--- src/rtl/lps_ram.sv ---
// ----------------------------------------------------------------------------
// lps_ram
// Generic single-write, single-read RAM with a registered read port.
// ----------------------------------------------------------------------------
module lps_ram #(
    parameter int WIDTH = 32,
    parameter int DEPTH = 20
) (
    input  logic                     clk,
    input  logic                     we,
    input  logic [$clog2(DEPTH)-1:0] waddr,
    input  logic [WIDTH-1:0]         wdata,
    input  logic [$clog2(DEPTH)-1:0] raddr,
    output logic [WIDTH-1:0]         rdata
);

    logic [WIDTH-1:0] mem [DEPTH];

    always_ff @(posedge clk)
    begin
        if (we)
        begin
            mem[waddr] <= wdata;
        end
        rdata <= mem[raddr];
    end

endmodule

--- config.mk ---
export PLATFORM = sky130hd
export DESIGN_NAME = lps_ram
export DESIGN_NICKNAME = d
export VERILOG_FILES = /design/src/rtl/lps_ram.sv
export SDC_FILE = /design/constraint.sdc
export NUM_CORES = 1
export LEC_CHECK = 0
export ABC_AREA = 1
export BUFFER_PORTS_ARGS = -buffer_cell sky130_fd_sc_hd__buf_2
export CORE_MARGIN = 2
export CORE_UTILIZATION = 56
export DETAILED_ROUTE_END_ITERATION = 16
export PLACE_DENSITY = 0.75
export SETUP_SLACK_MARGIN = 0.5
export SLEW_MARGIN = 20
export SYNTH_ARGS = -nofsm -noshare
export SYNTH_HDL_FRONTEND = slang
export SYNTH_SLANG_ARGS = --single-unit
--- constraint.sdc ---
create_clock -name clk -period 2.4 [get_ports clk]
set_input_delay 0.36 -clock clk [delete_from_list [all_inputs] [get_ports clk]]
set_output_delay 0.36 -clock clk [all_outputs]
set_load 0.02 [all_outputs]
==> flow_summary_export.csv <==
group,metric,value,unit
synth,netlist_instances,2156,
synth,yosys_warnings,0,
synth,yosys.area.top_type_share,0.7227,
cts,clk_pin_slew_worst_paths,0.06,ns
timing,tns,0,ns
die,die_w,221.9,um
global_routing,grt_pass1_vias,17213,
placement,place_congestion,0.8007,
layout,flow.area_growth_from_synthesis,12.05,%
flow_run,cap_violations,0,
critical_path,critPathMaxStageDelay,0.38,ns
critical_path,setup.worst_path.start_class,"register",
placement,hpwl,33040,um
synth,synthesis.nets,2200,
cts,number_of_gates_given_a_new_drive_strength_after_cts,0,
critical_path,data_required_time_at_the_worst_endpoint,2.04,ns
global_routing,grt_pass1_wl,97480,um
synth,post-synth-top-count-cell,"sky130_fd_sc_hd__nand2_1",
synth,netlist_cell_types,19,
placement,portBuffers,75,
power_and_ir_drop,powerDensity,834.9,mW/mm^2
cts,tritoncts,"done",
critical_path,critPathSlowestCell,"sky130_fd_sc_hd__dfxtp_1",
die,num_rows,79,
timing,timing_worst_slew_pin_value,0.7145,ns
timing,hold_violation_total_from_the_final_report,0,
die,dieArea,0.04924,mm^2
layout,finish.cell_count_without_fillers,2880,
power_and_ir_drop,power.ir.vdd_worst,0.6722,mV
routing,wire_per_inst,21.82,um
cts,number_of_buffers_created_by_cts,67,
layout,nFillCells,3326,
die,number_of_primary_i_o_pins,76,
placement,pre_cts_ws,0.4667,ns
timing,clock.fmax,659.1,MHz
synth,ys_top_cells_by_count,"768 x sky130_fd_sc_hd__nand2_1, 640 x sky130_fd_sc_hd__edfxtp_1, 393 x sky130_fd_sc_hd__nand3_1",
routing,drtIter0Drc,2128,
global_routing,grt-busiest-layer,"met2",
synth,post_synth_edffs,640,
die,core_area,0.04675,mm^2
global_routing,grt_max_degree,152,
cts,hold_buffers,0,
routing,routed_wl,62860,um
global_routing,global_route.usage.met2,0.4430,
critical_path,end_kind,"output pin",
routing,drc_errors,0,
synth,synthFlopType,"sky130_fd_sc_hd__edfxtp_1",
cts,clock-sinks,672,
run_status,status,"complete, no violations",
synth,synthesis.area,0.02659,mm^2
routing,vias,17042,
layout,drive_above_1_share,0.1069,
synth,ys_ff_latch,672,
routing,postRouteAntennaNets,0,
synth,syn_area_per_cell,12.33,um^2
timing,finalSetupViolCount,0,
global_routing,gr-usage-met3,0.03565,
synth,synth_largest_area_cell,"sky130_fd_sc_hd__edfxtp_1",
global_routing,global_route.overflow_total,0,
global_routing,use_met1,0.3349,
critical_path,timing_worst_setup_path_type,"reg -> out",
timing,period_minus_slack,1.517,ns
synth,ys_seq_area_frac,0.7468,
cts,clkLatencyLatePin,0.58,ns
timing,timing.hold.ws,0.1871,ns
critical_path,cp_num_buf_inv,1,
cts,clock_tree.buffer_depth,3,
global_routing,grt_antenna_before_repair,0,
layout,nNetsFinal,2265,
layout,n_antenna_cell,0,
global_routing,grt_usage,0.2582,
timing,rsz_0062_raised_after_global_routing,"no",
die,die_h,221.9,um
synth,async_set_reset_flop_share_out_of_synthesis,0,
placement,numPlacedInstances,2759,
routing,detailedRoute.firstPassIterationCount,6,
cts,cts.htree.levels,3,
timing,layout_worst_path_cycle_share,0.6322,
power_and_ir_drop,p_leak,10.84,nW
critical_path,worst-path-max-fanout,1,
min_path,hold_path_class,"in -> reg",
cts,root_buffer,"sky130_fd_sc_hd__clkbuf_16",
timing,worst_clock_skew,0.01294,ns
synth,synth.top_cells.by_area,"sky130_fd_sc_hd__edfxtp_1 72%, sky130_fd_sc_hd__nand2_1 11%, sky130_fd_sc_hd__nand3_1 7.4%",
timing,final_max_slew_viol_count,0,
critical_path,worstPathArrival,1.16,ns
die,starting_utilization_of_the_core_area,0.5688,
routing,via_per_inst,5.917,
cts,postCtsSetupRepairBufs,0,
critical_path,cp_top_family,"flip-flops",
timing,worst_slew_margin_rel,0.5236,
power_and_ir_drop,power.total,0.02488,W
timing,final.setup.worst_slack,0.8827,ns
critical_path,crit_chain,"buf_2",
layout by cell type (no fill, tap or decap), types with 2 or more instances in the layout:
cell type / Yosys / final
sky130_fd_sc_hd__clkinv_1: 0 / 16
sky130_fd_sc_hd__clkbuf_16: 0 / 73
sky130_fd_sc_hd__nor2_4: 0 / 20
sky130_fd_sc_hd__clkinv_2: 0 / 10
sky130_fd_sc_hd__nand2_1: 768 / 768
sky130_fd_sc_hd__buf_4: 8 / 29
sky130_fd_sc_hd__nand3_1: 393 / 393
sky130_fd_sc_hd__o22ai_1: 32 / 32
sky130_fd_sc_hd__edfxtp_1: 640 / 640
sky130_fd_sc_hd__buf_12: 2 / 26
sky130_fd_sc_hd__clkbuf_8: 0 / 2
sky130_fd_sc_hd__buf_2: 43 / 73
sky130_fd_sc_hd__bufinv_16: 0 / 5
sky130_fd_sc_hd__dfxtp_1: 32 / 32
sky130_fd_sc_hd__clkbuf_1: 23 / 14
sky130_fd_sc_hd__o21ai_1: 8 / 8
sky130_fd_sc_hd__o21ai_0: 56 / 56
sky130_fd_sc_hd__nor2_1: 84 / 64
sky130_fd_sc_hd__inv_1: 7 / 7
state kept, by name, indices dropped and copies added, names as in the netlist:
register and count:
mem 640, rdata 32
cells by family after synthesis:
group | Yosys count | share of synthesized area
buf+inv | 143 | 0.03938
compound gates | 96 | 0.01957
flops | 672 | 0.7468
simple gates | 1245 | 0.1942
final cells by class:
type	count	area [um^2]	share of cell area
clock buffers	89	1907	0.06400
clock inverters	32	267.8	0.008987
inverters	10	47.55	0.001596
multi-input cells	1341	5836	0.1959
flip-flops and latches	672	19860	0.6665
well taps	607	759.5	0.02549
repair buffers	129	1119	0.03754
final timing paths:
| path | startpoint | to | slack, ns | cells after the start |
|---|---|---|---|---|
| max | rdata[8] | rdata[8] | 0.88 | 1 |
| min | wdata[11] | mem[17][11] | 0.19 | 1 |
| max reg2reg | mem[7][9] | rdata[9] | 1.20 | 8 |
| min reg2reg | mem[16][21] | rdata[21] | 0.63 | 4 |
through the flow:
stage	area [um^2]	utilization
2_1_floorplan	26590	-
3_3_place_gp	27620	0.5908
3_5_place_dp	27620	0.5908
4_1_cts	29790	0.6373
5_1_grt	29790	0.6373
6_report	29790	0.6373
power breakdown:
group	switching (W)	internal, W	leakage [nW]
logic	0.00109	0.000407	3.74
clock network	0.00419	0.00611	1.07
registers	0.0000540	0.0130	6.03
layer usage:
metal,routed length [um],vias up
met1,24360,8341
met5,0,-
met2,31620,819
met4,2264,0
li1,-,7715
met3,4609,167
Power figures use the tool's default switching activity.
