$ cat src/rtl/lps_pkg.sv
// ----------------------------------------------------------------------------
// lps_pkg
// Shared constants, state encoding and fixed-point helpers for the LU solver.
// ----------------------------------------------------------------------------
package lps_pkg;

    localparam int ORDER     = 4;
    localparam int COLS      = ORDER + 1;
    localparam int FRAC      = 16;
    localparam int DATA_W    = 32;
    localparam int ROW_W     = 2;
    localparam int COL_W     = 3;
    localparam int IDX_W     = $clog2(ORDER);
    localparam int CNT_W     = $clog2(ORDER + 1);
    localparam int MAT_DEPTH = ORDER * COLS;
    localparam int ADDR_W    = $clog2(MAT_DEPTH);
    localparam int DIV_STEPS = DATA_W + FRAC + 1;
    localparam int DIV_CW    = $clog2(DIV_STEPS + 1);

    typedef enum logic [4:0] {
        ST_IDLE,
        ST_INIT,
        ST_PIV_RD,
        ST_PIV_CMP,
        ST_PIV_SWAP,
        ST_EL_RD,
        ST_EL_DIV,
        ST_EL_DWAIT,
        ST_EL_RDP,
        ST_EL_MUL,
        ST_EL_SUB,
        ST_EL_WS,
        ST_FW_ARD,
        ST_FW_ACC,
        ST_FW_RA,
        ST_FW_RB,
        ST_FW_MUL,
        ST_FW_SUB,
        ST_FW_WR,
        ST_BK_ARD,
        ST_BK_ACC,
        ST_BK_RA,
        ST_BK_MUL,
        ST_BK_SUB,
        ST_BK_DRD,
        ST_BK_DIV,
        ST_BK_DWAIT,
        ST_OUT
    } state_t;

    function automatic logic [DATA_W-1:0] mag(input logic signed [DATA_W-1:0] v);
        logic [DATA_W-1:0] m;
        m = v[DATA_W-1] ? (~v + 1'b1) : v;
        return m;
    endfunction

    // Saturates a magnitude with a sign to the signed data range.
    function automatic logic signed [DATA_W-1:0] fx_sat(input logic [63:0] m, input logic neg);
        logic signed [DATA_W-1:0] r;
        if (neg) begin
            if (m > 64'(1) << (DATA_W - 1))
                r = {1'b1, {(DATA_W-1){1'b0}}};
            else
                r = DATA_W'(~m + 64'd1);
        end
        else begin
            if (m > (64'(1) << (DATA_W - 1)) - 64'd1)
                r = {1'b0, {(DATA_W-1){1'b1}}};
            else
                r = DATA_W'(m);
        end
        return r;
    endfunction

    function automatic logic signed [DATA_W-1:0] fx_mul(input logic signed [DATA_W-1:0] a,
                                                       input logic signed [DATA_W-1:0] b);
        logic [63:0] p;
        logic [63:0] r;
        p = 64'(mag(a)) * 64'(mag(b));
        r = (p + (64'(1) << (FRAC - 1))) >> FRAC;
        return fx_sat(r, a[DATA_W-1] ^ b[DATA_W-1]);
    endfunction

    function automatic logic signed [DATA_W-1:0] fx_sub(input logic signed [DATA_W-1:0] a,
                                                       input logic signed [DATA_W-1:0] b);
        logic signed [DATA_W:0] d;
        logic signed [DATA_W-1:0] r;
        d = (DATA_W+1)'(a) - (DATA_W+1)'(b);
        if (d[DATA_W] != d[DATA_W-1])
            r = d[DATA_W] ? {1'b1, {(DATA_W-1){1'b0}}} : {1'b0, {(DATA_W-1){1'b1}}};
        else
            r = d[DATA_W-1:0];
        return r;
    endfunction

    function automatic logic [ADDR_W-1:0] addr_of(input logic [IDX_W-1:0] row,
                                                 input logic [CNT_W-1:0] col);
        return ADDR_W'(int'(row) * COLS + int'(col));
    endfunction

endpackage

$ cat src/rtl/lps_div.sv
// ----------------------------------------------------------------------------
// lps_div
// Restoring fixed-point divider, one quotient bit per cycle, rounded, saturated.
// ----------------------------------------------------------------------------
module lps_div (
    input  logic                             clk,
    input  logic                             rst_n,
    input  logic                             start,
    input  logic signed [lps_pkg::DATA_W-1:0] num,
    input  logic signed [lps_pkg::DATA_W-1:0] den,
    output logic                             done,
    output logic signed [lps_pkg::DATA_W-1:0] quot
);

    logic                              busy_reg;
    logic [lps_pkg::DIV_CW-1:0]        cnt_reg;
    logic [lps_pkg::DATA_W-1:0]        rem_reg;
    logic [lps_pkg::DATA_W-1:0]        den_reg;
    logic [lps_pkg::DIV_STEPS-1:0]     dvd_reg;
    logic                              neg_reg;
    logic                              done_reg;
    logic signed [lps_pkg::DATA_W-1:0] quot_reg;
    logic [lps_pkg::DATA_W:0]          rem_sh;
    logic                              fits;
    logic [63:0]                       dvd_init;

    assign rem_sh   = {rem_reg, dvd_reg[lps_pkg::DIV_STEPS-1]};
    assign fits     = rem_sh >= {1'b0, den_reg};
    assign dvd_init = (64'(lps_pkg::mag(num)) << lps_pkg::FRAC) + 64'(lps_pkg::mag(den) >> 1);

    always_ff @(posedge clk or negedge rst_n)
    begin
        if (!rst_n)
        begin
            busy_reg <= 1'b0;
            done_reg <= 1'b0;
            cnt_reg  <= '0;
        end
        else
        begin
            done_reg <= 1'b0;
            if (start)
            begin
                if (den == '0)
                begin
                    done_reg <= 1'b1;
                end
                else
                begin
                    busy_reg <= 1'b1;
                    cnt_reg  <= '0;
                end
            end
            else if (busy_reg)
            begin
                cnt_reg <= cnt_reg + 1'b1;
                if (cnt_reg == lps_pkg::DIV_CW'(lps_pkg::DIV_STEPS))
                begin
                    busy_reg <= 1'b0;
                    done_reg <= 1'b1;
                end
            end
        end
    end

    always_ff @(posedge clk)
    begin
        if (start)
        begin
            rem_reg  <= '0;
            den_reg  <= lps_pkg::mag(den);
            dvd_reg  <= dvd_init[lps_pkg::DIV_STEPS-1:0];
            neg_reg  <= num[lps_pkg::DATA_W-1] ^ den[lps_pkg::DATA_W-1];
            quot_reg <= '0;
        end
        else if (busy_reg)
        begin
            if (cnt_reg == lps_pkg::DIV_CW'(lps_pkg::DIV_STEPS))
            begin
                quot_reg <= lps_pkg::fx_sat(64'(dvd_reg), neg_reg);
            end
            else
            begin
                rem_reg <= fits ? lps_pkg::DATA_W'(rem_sh - {1'b0, den_reg})
                                : rem_sh[lps_pkg::DATA_W-1:0];
                dvd_reg <= {dvd_reg[lps_pkg::DIV_STEPS-2:0], fits};
            end
        end
    end

    assign done = done_reg;
    assign quot = quot_reg;

endmodule

$ cat config.mk
export PLATFORM = sky130hd
export DESIGN_NAME = lps_div
export DESIGN_NICKNAME = d
export VERILOG_FILES = /design/src/rtl/lps_pkg.sv /design/src/rtl/lps_div.sv
export SDC_FILE = /design/constraint.sdc
export NUM_CORES = 1
export LEC_CHECK = 0
export BUFFER_PORTS_ARGS = -buffer_cell sky130_fd_sc_hd__buf_4
export CORE_MARGIN = 4
export CORE_UTILIZATION = 50
export CTS_CLUSTER_DIAMETER = 80
export DETAILED_ROUTE_END_ITERATION = 7
export GPL_TIMING_DRIVEN = 1
export HOLD_SLACK_MARGIN = 0.02
export PLACE_DENSITY = 0.69
export SLEW_MARGIN = 20
export SYNTH_ARGS = -nofsm -noshare
export SYNTH_HDL_FRONTEND = slang
export SYNTH_SLANG_ARGS = --single-unit
$ cat constraint.sdc
create_clock -name clk -period 6.4 [get_ports clk]
set_input_delay 0.32 -clock clk [delete_from_list [all_inputs] [get_ports clk]]
set_output_delay 0.32 -clock clk [all_outputs]
set_load 0.02 [all_outputs]
==> out/metrics.cfg, run 1 <==
[clock_network]
clkTransAtPathRegs_ns=0.07
post_cts_buffers=0
cts.sinks=154
insertion_delay_ns=0.44
cts_tree=done
ctsLongestPathBuffers=2
cts_max_level=4
root_buffer=clkbuf_16
numCtsBuffers=17

[yosys]
synth_area_um2=11400
synth_cells=1331
syn_avg_cell_area_um2=8.53
synth_top_area_share_pct=21.7
ys_ff_latch=154
seq_area_frac_synth_pct=34.7
synth_xor_area_share_pct=8.25
async_flop_share_pct=5.19
synth-simple-area-share_pct=21.7
synth_nets=1453
synth_compound_area_share_pct=21.3
muxShareOfSynthArea_pct=3.04
synth-adder-area-share_pct=6.19
synth_edf_count=82
synth-main-ff-cell=edfxtp_1
synth_warnings=0
yosys-top-cells-area=edfxtp_1 22%, dfxtp_1 11%, xnor2_1 6.2%
synth_top_area_cell=edfxtp_1
yosysUniqueCellTypes=79
synth_top_family_by_area=simple AND/OR/NAND/NOR gates

[floorplanning]
core_um2=22100
die_w_um=159
dieArea_um2=25200
die-height_um=159
placementRows=54
start_util_pct=51.4
io_pins=100

[job]
maxCapViolCount=0

[detailed_routing]
firstDrtPassIters=5
num_vias=10100
viasPerCell=6.00
post_drt_wl_per_cell_um=17.5
drc=0
finalWirelength_um=29500
drtIter0Drc=852
ant_nets=0

[sta]
relSlewSlack_pct=29.6
fin_tns_setup_ns=0
fmax_ghz=0.189
period_needed_ns=5.29
tightest_slew_ns=1.06
grt_setup_unrepaired=false
finalCritPeriodShare_pct=82.7
final-max-slew-violation-count=0
finalClockSkew_ns=0.0151
hold_violations=0
setup_viol=0

[worst_hold_path]
hold_path.class=primary input to register

[worst_setup_path]
startpoint_type=primary input
critPathKind=primary input to register
cp_max_fo=8
required_ns=6.59
end_kind=register
cp.arrival_ns=5.48

[grt]
grt_overflow=0
grt_max_degree=92
grt_pass1_vias=9319
grt_use_total_pct=22.9
antenna_found_initial=1
grt_first_pass_wirelength_um=48300

[run_status]
outcome=completed

[layout]
fin_nets=1516
drive_above_1_share_pct=14.2
post-route-cell-area_um2=12900
antennaDiodeCount=0
largest_reg_flops=49
area_growth_pct=13.5

[power]
power_uw=4020
ir_worst_vdd_uv=194
p_per_area_nw_per_um2=312
p_leak_uw=0.00519

[placed_design]
hpwl_um=21900
placed_area_um2=12300
numPortBuffers=99
gp_congestion=0.907

==> what timing repair did <==
action | 4_1_cts | 5_1_grt
resized for setup | 0 | 0
endpoints found under the hold margin | 8 | 0
hold buffers | 1 | 0
==> layout by cell type (no fill, tap or decap), types with 59 or more instances in the layout <==
cell type / n
nor2_1: 174
buf_4: 108
o21ai_0: 107
nand2_1: 92
edfxtp_1: 82
xnor2_1: 80
dfxtp_1: 64
inv_1: 63
nor3_1: 59
==> area by class of cell <==
cell class | instances | area, um2
Clock inverter | 14 | 165
Multi-Input combinational cell | 1048 | 6920
Timing Repair Buffer | 109 | 821
Fill cell | 2004 | 9210
Clock buffer | 18 | 450
Inverter | 64 | 240
Tap cell | 280 | 350
Sequential cell | 154 | 3940
==> where the power goes <==
| group | switching [uW] | internal [uW] | leakage, uW |
|---|---|---|---|
| clock network | 487 | 551 | 0.000302 |
| registers | 200 | 1250 | 0.00146 |
| logic | 874 | 652 | 0.00343 |
==> layer usage <==
metal	track usage (%)	vias to the layer above	routed length (um)
li1	-	5028	-
met1	30.3	4792	13200
met2	39.3	260	14500
met3	3.94	39	1380
met4	5.48	2	480
met5	0	-	20
==> synthesized netlist by cell type, types with 19 or more instances <==
master	number
xnor2_1	80
a21o_1	27
nand2_1	93
clkbuf_1	48
ha_1	53
a211oi_1	55
o21ai_0	108
nand4_1	20
nor2_1	175
edfxtp_1	82
nor3_1	59
inv_1	64
dfxtp_1	64
nor3b_1	19
mux2_2	24
o31ai_1	24
xor2_1	27
a21oi_1	55
==> critical path, stage by stage <==
cell	delay, ns
buf_4	0.12
nor2_1	0.14
nand3_1	0.22
or4_1	0.53
or3_1	0.47
or2_2	0.32
o41ai_1	0.32
xnor2_1	0.20
ha_1	0.23
inv_1	0.06
fa_1	0.40
nor2b_1	0.12
o21ai_0	0.10
a21boi_0	0.34
o2111ai_1	0.16
and3_1	0.18
o41ai_1	0.25
buf_4	0.18
nor4b_4	0.42
xor2_1	0.11
mux2_2	0.28
==> final timing paths <==
path                            cells after the start           to   startpoint  slack, ns
worst max-delay path                               21  dvd_reg[38]       den[2]       1.11
worst min-delay path                                1   den_reg[0]       den[0]       0.09
worst max register to register                     11      quot[2]   dvd_reg[0]       2.34
worst min register to register                      2  rem_reg[21]  rem_reg[21]       0.48
max in group asynchronous                           2   cnt_reg[1]        rst_n       6.04
min in group asynchronous                           2   cnt_reg[3]        rst_n       0.23
==> metrics by stage <==
| step | hold WS [ns] | worst slack, ns | instances | utilization [%] |
|---|---|---|---|---|
| finish | 0.0893 | 1.11 | 1687 | 58.3 |
| global route | 0.0711 | 0.757 | 1687 | 58.3 |
| CTS | 0.0796 | 1.10 | 1687 | 58.3 |
| detailed placement | 0.143 | 0.667 | 1654 | 55.5 |
| global placement | 0.145 | 0.810 | 1654 | 55.4 |
| floorplan | 0.0244 | 1.21 | 1331 | - |
==> kinds of logic (layout without fill, tap and decap cells) <==
group	after synthesis	after routing
and+or+nand+nor	491	491
muxes	31	31
AOI/OAI and AO/OA	364	364
buffers and inverters	129	205
adders and majority gates	55	55
DFF	154	154
xor gates and xnor gates	107	107
(Power assumes the default switching activity.)
==> run 2, diff against run 1 <==
Settings changed: PLACE_DENSITY 0.69 to 0.71.
Clock period 6.4 ns to 4.7 ns, I/O delays scaled along.
==> out/metrics.cfg, run 2 (same netlist as run 1, synthesis figures left out) <==
[layout]
antennaDiodeCount=0  ; unchanged
final_common_cell=nor2_1
utilization_pct=60.2  ; +1.9 points
instances_no_fill=1734  ; +2.8%
area_growth_pct=17.2
layout_common_cells=174 x nor2_1, 155 x buf_4, 107 x o21ai_0
largest_reg_flops=49  ; unchanged
fin_nets=1563  ; +3.1%
drive_above_1_share_pct=17.7  ; +3.5 points

[sta]
setup_viol=0  ; unchanged
final-max-slew-violation-count=0  ; unchanged
relSlewSlack_pct=24.6  ; -5.0 points
fmax_ghz=0.220
finalCritPeriodShare_pct=96.9
period_needed_ns=4.56
hold_violations=0  ; unchanged
whs_ns=0.117  ; +0.0272 ns
tightest_slew_ns=1.13  ; +0.0754 ns
fin_tns_setup_ns=0  ; unchanged
finalClockSkew_ns=0.0151  ; -0.0000505 ns

[worst_hold_path]
hold_path.class=primary input to register
hold_path_startpoint=den[0]

[worst_setup_path]
cp.arrival_ns=4.75  ; -0.73 ns
worstSetupEndpoint=dvd_reg[42]
cp_max_fo=8  ; unchanged
critPathKind=primary input to register
r2r_setup_slack_ns=1.06  ; -1.28 ns
required_ns=4.90  ; -1.69 ns
cp_slowest_stage_delay_ns=0.55  ; +0.02 ns
critPathLaunch=den[10]
reg2reg_from=dvd_reg[0]
reg2reg_to=quot[24]
startpoint_type=primary input
path_cells=buf_4 -> or4_4 -> or2_2 -> or3_4 -> or2_4 -> o41ai_4 -> xnor2_1 -> ha_2 -> inv_1 -> fa_2 -> nor2b_1 -> o21ai_0 -> a21boi_1 -> o2111ai_2 -> and3_4 -> o41ai_4 -> nor4b_4 -> buf_4 -> nand3_1 -> a31o_2
critical_path.slowest_cell=or4_4
ff2ff_path_depth=10  ; -1
end_kind=register

[placed_design]
dp.cells=1700  ; +2.8%
hpwl_um=22300  ; +1.9%
gp_congestion=0.890  ; -1.9%
numPortBuffers=99  ; unchanged

[clock_network]
ctsLongestPathBuffers=2  ; unchanged
root_buffer=clkbuf_16
cts_tree=done
numCtsBuffers=17  ; unchanged
cts_max_level=4  ; unchanged
cts.sinks=154  ; unchanged
insertion_delay_ns=0.44  ; about the same
clkTransAtPathRegs_ns=0.08  ; about the same

[job]
maxCapViolCount=0  ; unchanged

[detailed_routing]
viasPerCell=5.93  ; -1.2%
firstDrtPassIters=5  ; unchanged
ant_nets=0  ; unchanged
drc=0  ; unchanged
finalWirelength_um=30200  ; +2.4%
drtIter0Drc=923  ; +8.3%
post_drt_wl_per_cell_um=17.4  ; -0.39%
num_vias=10300  ; +1.6%

[power]
p_per_area_nw_per_um2=420  ; +35%
power_uw=5590  ; +39%
ir_worst_vdd_uv=296  ; +52%
p_leak_uw=0.00544  ; +4.7%

[grt]
grt_pass1_vias=9682  ; +3.9%
grt_first_pass_wirelength_um=48700  ; +0.87%
grt_overflow=0  ; unchanged
grt_max_degree=62  ; -33%
antenna_found_initial=0  ; -1
grt_use_total_pct=23.1  ; +0.25 points

[floorplanning]
dieArea_um2=25200  ; unchanged
die-height_um=159  ; unchanged
die_w_um=159  ; unchanged
io_pins=100  ; unchanged
start_util_pct=51.4  ; unchanged
placementRows=54  ; unchanged
core_um2=22100  ; unchanged

[run_status]
outcome=completed

-- run 2: cell count changes in the layout (fill, tap and decap cells not counted), moves of 2 or more --
| cell | previous run | this run |
|---|---|---|
| buf_4 | 108 | 155 |
| o41ai_1 | 10 | 8 |
| o41ai_4 | 0 | 2 |
| or4_1 | 10 | 8 |
| or4_4 | 4 | 6 |
-- run 2: cell type report --
type / instances / area, um2
Multi-Input combinational cell: 1048 / 6980
Inverter: 64 / 240
Clock buffer: 19 / 475
Sequential cell: 154 / 3940
Clock inverter: 13 / 144
Fill cell: 1924 / 8780
Timing Repair Buffer: 156 / 1170
Tap cell: 280 / 350
-- run 2: power by group --
group / switching (uW) / internal, uW
Combinational: 1220 / 956
Sequential: 288 / 1710
Clock: 647 / 771
Total: 2160 / 3430
-- run 2: stage by stage --
stage               cell area, um2  setup slack [ns]
global route                 13300           -0.0122
CTS                          13300            0.0760
detailed placement           12600            -0.358
finish                       13300             0.145
floorplan                    11400            0.0214
global placement             12600            -0.245
-- run 2: timing repair --
action	CTS	global route
setup endpoints to repair	0	9
gates resized for setup	0	9
endpoints found under the hold margin	8	0
buffers inserted	0	1
hold buffers	1	0
-- run 2: metal layers --
layer	wire length [um]	vias to the layer above	track usage, %	share of wire (%)
li1	-	5104	-	-
met1	13300	4841	30.0	44
met2	15000	300	40.3	49
met3	1350	34	3.08	4.4
met4	636	0	7.06	2.1
met5	0	-	0	0
-- run 2: worst min-delay path by stage --
stage                 end  cells past startpoint
2_1_floorplan    busy_reg                      0
6_report       den_reg[0]                      2
3_3_place_gp   cnt_reg[2]                      1
4_1_cts        den_reg[0]                      2
3_5_place_dp   cnt_reg[2]                      1
5_1_grt        den_reg[0]                      2
-- run 2: critical path: cells and delay by family --
kind / cells / cell delay (ns)
compound gates: 6 / 1.25
simple gates: 8 / 2.13
xor+xnor: 1 / 0.18
fa+ha+maj: 2 / 0.58
buf+inv: 3 / 0.36
==> run 3, diff against run 2 <==
Settings changed: CORE_ASPECT_RATIO set to 1.25.
Clock period 4.7 ns to 3.8 ns, I/O delays scaled along.
==> out/metrics.cfg, run 3 (same netlist as run 1, synthesis figures left out) <==
[detailed_routing]
finalWirelength_um=31400  ; +4.0%
num_vias=10700  ; +4.5%
drc=0  ; unchanged
ant_nets=0  ; unchanged
post_drt_wl_per_cell_um=17.5  ; +0.25%
drtIter0Drc=729  ; -21%
viasPerCell=5.97  ; +0.75%
firstDrtPassIters=5  ; unchanged

[worst_hold_path]
hold_path.class=primary input to register
hold_end=den_reg[0]
min_path_cells=2  ; unchanged
hold_path_startpoint=den[0]

[grt]
grt_pass1_vias=10200  ; +5.6%
grt_max_degree=53  ; -15%
antenna_found_initial=0  ; unchanged
grt_first_pass_wirelength_um=50300  ; +3.3%
grt_use_total_pct=24.5  ; +1.4 points
grt_overflow=0  ; unchanged

[layout]
layout_common_cells=210 x buf_4, 172 x nor2_1, 102 x o21ai_0
final_common_cell=buf_4
multi_input_area_um2=7110  ; +1.8%
area_growth_pct=22.2
antennaDiodeCount=0  ; unchanged
largest_reg_flops=49  ; unchanged
regArea_um2=3940  ; unchanged
drive_above_1_share_pct=22.5  ; +4.7 points
utilization_pct=62.3  ; +2.0 points
fin_nets=1625  ; +4.0%
n_fill_cell=1960  ; +1.9%

[floorplanning]
io_pins=100  ; unchanged
start_util_pct=51.0  ; -0.44 points
core_um2=22300  ; +0.87%
die-height_um=177  ; +11%
dieArea_um2=25200  ; about the same
die_w_um=143  ; -10%
placementRows=61  ; +13%

[clock_network]
root_buffer=clkbuf_16
cts_tree=done
ctsLongestPathBuffers=2  ; unchanged
clkTransAtPathRegs_ns=0.08  ; about the same
insertion_delay_ns=0.43  ; about the same
cts_max_level=4  ; unchanged
cts.sinks=154  ; unchanged
numCtsBuffers=17  ; unchanged

[power]
p_leak_uw=0.00576  ; +6.0%
ir_worst_vdd_uv=363  ; +23%
p_per_area_nw_per_um2=500  ; +19%

[job]
maxCapViolCount=0  ; unchanged

[worst_setup_path]
critPathKind=primary input to register
cp.arrival_ns=4.54  ; -0.21 ns
crit_buf_inv=4  ; +1
reg2reg_from=dvd_reg[0]
reg2reg_to=quot[26]
crit_top_cell=buf_6
startpoint_type=primary input
required_ns=4.06  ; -0.84 ns
crit_family=simple AND/OR/NAND/NOR gates
critPathLaunch=den[10]
r2r_setup_slack_ns=0.42  ; -0.64 ns
critical_path.slowest_cell=or4_4
cp_slowest_stage_delay_ns=0.55  ; about the same
path_depth=21  ; +5.0%
cp_max_fo=7  ; -1
end_kind=register
ff2ff_path_depth=12  ; +2
path_cells=buf_6 -> or4_4 -> or2_4 -> or3_4 -> or2_4 -> o41ai_4 -> xnor2_2 -> ha_2 -> inv_2 -> fa_2 -> nor2b_2 -> o21ai_2 -> a21boi_2 -> o2111ai_2 -> and3_4 -> o41ai_4 -> nor4b_4 -> buf_6 -> buf_6 -> a31oi_2 -> o31ai_1

[run_status]
outcome=complete, but fails checks
violations=setup timing

[sta]
fin_tns_setup_ns=-6.36  ; -6.36 ns
grt_setup_unrepaired=true
setup_slack_ns=-0.483  ; -0.628 ns
relSlewSlack_pct=27.9  ; +3.3 points
setup_viol=21  ; +21
finalCritPeriodShare_pct=113
hold_violations=0  ; unchanged
finalClockSkew_ns=0.0156  ; +0.000572 ns
period_needed_ns=4.28
tightest_slew_ns=1.08  ; -0.0501 ns
fmax_ghz=0.233
final-max-slew-violation-count=0  ; unchanged

[placed_design]
numPortBuffers=99  ; unchanged
hpwl_um=23400  ; +4.8%
gp_congestion=0.910  ; +2.2%

==> run 3: cell types whose count changed in the layout (fill, tap and decap cells not counted), sizes merged <==
| cell | previous run | this run |
|---|---|---|
| buf | 155 | 217 |
| clkbuf | 19 | 18 |
| clkinv | 6 | 3 |
| inv | 70 | 74 |
==> run 3: metal layers <==
layer  global-route usage, %  vias up  wire length [um]
li1                        -     5247                 -
met3                    3.60       73              1240
met2                    45.4      307             16800
met1                    28.4     5117             12500
met5                       0        -                 0
met4                    8.68        0               932
==> run 3: layout make-up <==
class                      instances  share of cell area [%]
multi-input combinational       1048                    51.2
sequential                       154                    28.4
timing repair buffer             218                    12.0
clock buffer                      18                    3.09
tap                              283                    2.55
inverter                          64                    1.73
clock inverter                    14                   0.920
==> run 3: per-stage QoR <==
| stage | hold slack (ns) | std cells | worst slack (ns) | total power, uW | cell area [um2] |
|---|---|---|---|---|---|
| 6_report | 0.0499 | 1799 | -0.483 | 6940 | 13900 |
| 3_3_place_gp | 0.0141 | 1755 | -0.866 | 5160 | 13100 |
| 5_1_grt | 0.0390 | 1799 | -0.649 | 7380 | 13900 |
| 3_5_place_dp | 0.0154 | 1755 | -0.972 | 5210 | 13100 |
| 4_1_cts | 0.0330 | 1793 | -0.441 | 6890 | 13700 |
| 2_1_floorplan | -0.106 | 1331 | -0.692 | 4390 | 11400 |
==> run 3: worst max path at each step <==
| stage | endpoint | slack (ns) |
|---|---|---|
| after floorplan | dvd_reg[42] | -0.69 |
| after global placement | dvd_reg[42] | -0.87 |
| after detailed placement | dvd_reg[38] | -0.97 |
| after CTS | dvd_reg[38] | -0.44 |
| after global routing | dvd_reg[44] | -0.65 |
| final | dvd_reg[44] | -0.48 |
==> run 3: timing repair <==
item | in CTS | in global routing
hold endpoints to repair | 8 | 0
setup endpoints to repair | 23 | 25
pin swaps | 9 | 4
hold buffers | 1 | 0
resized for setup | 19 | 19
buffers inserted | 5 | 5
==> run 3: where the power goes <==
group	switching, uW	leakage [uW]	total, uW	internal, uW
sequential	339	0.00146	2450	2110
combinational	1580	0.00403	2850	1270
clock	777	0.000274	1640	865
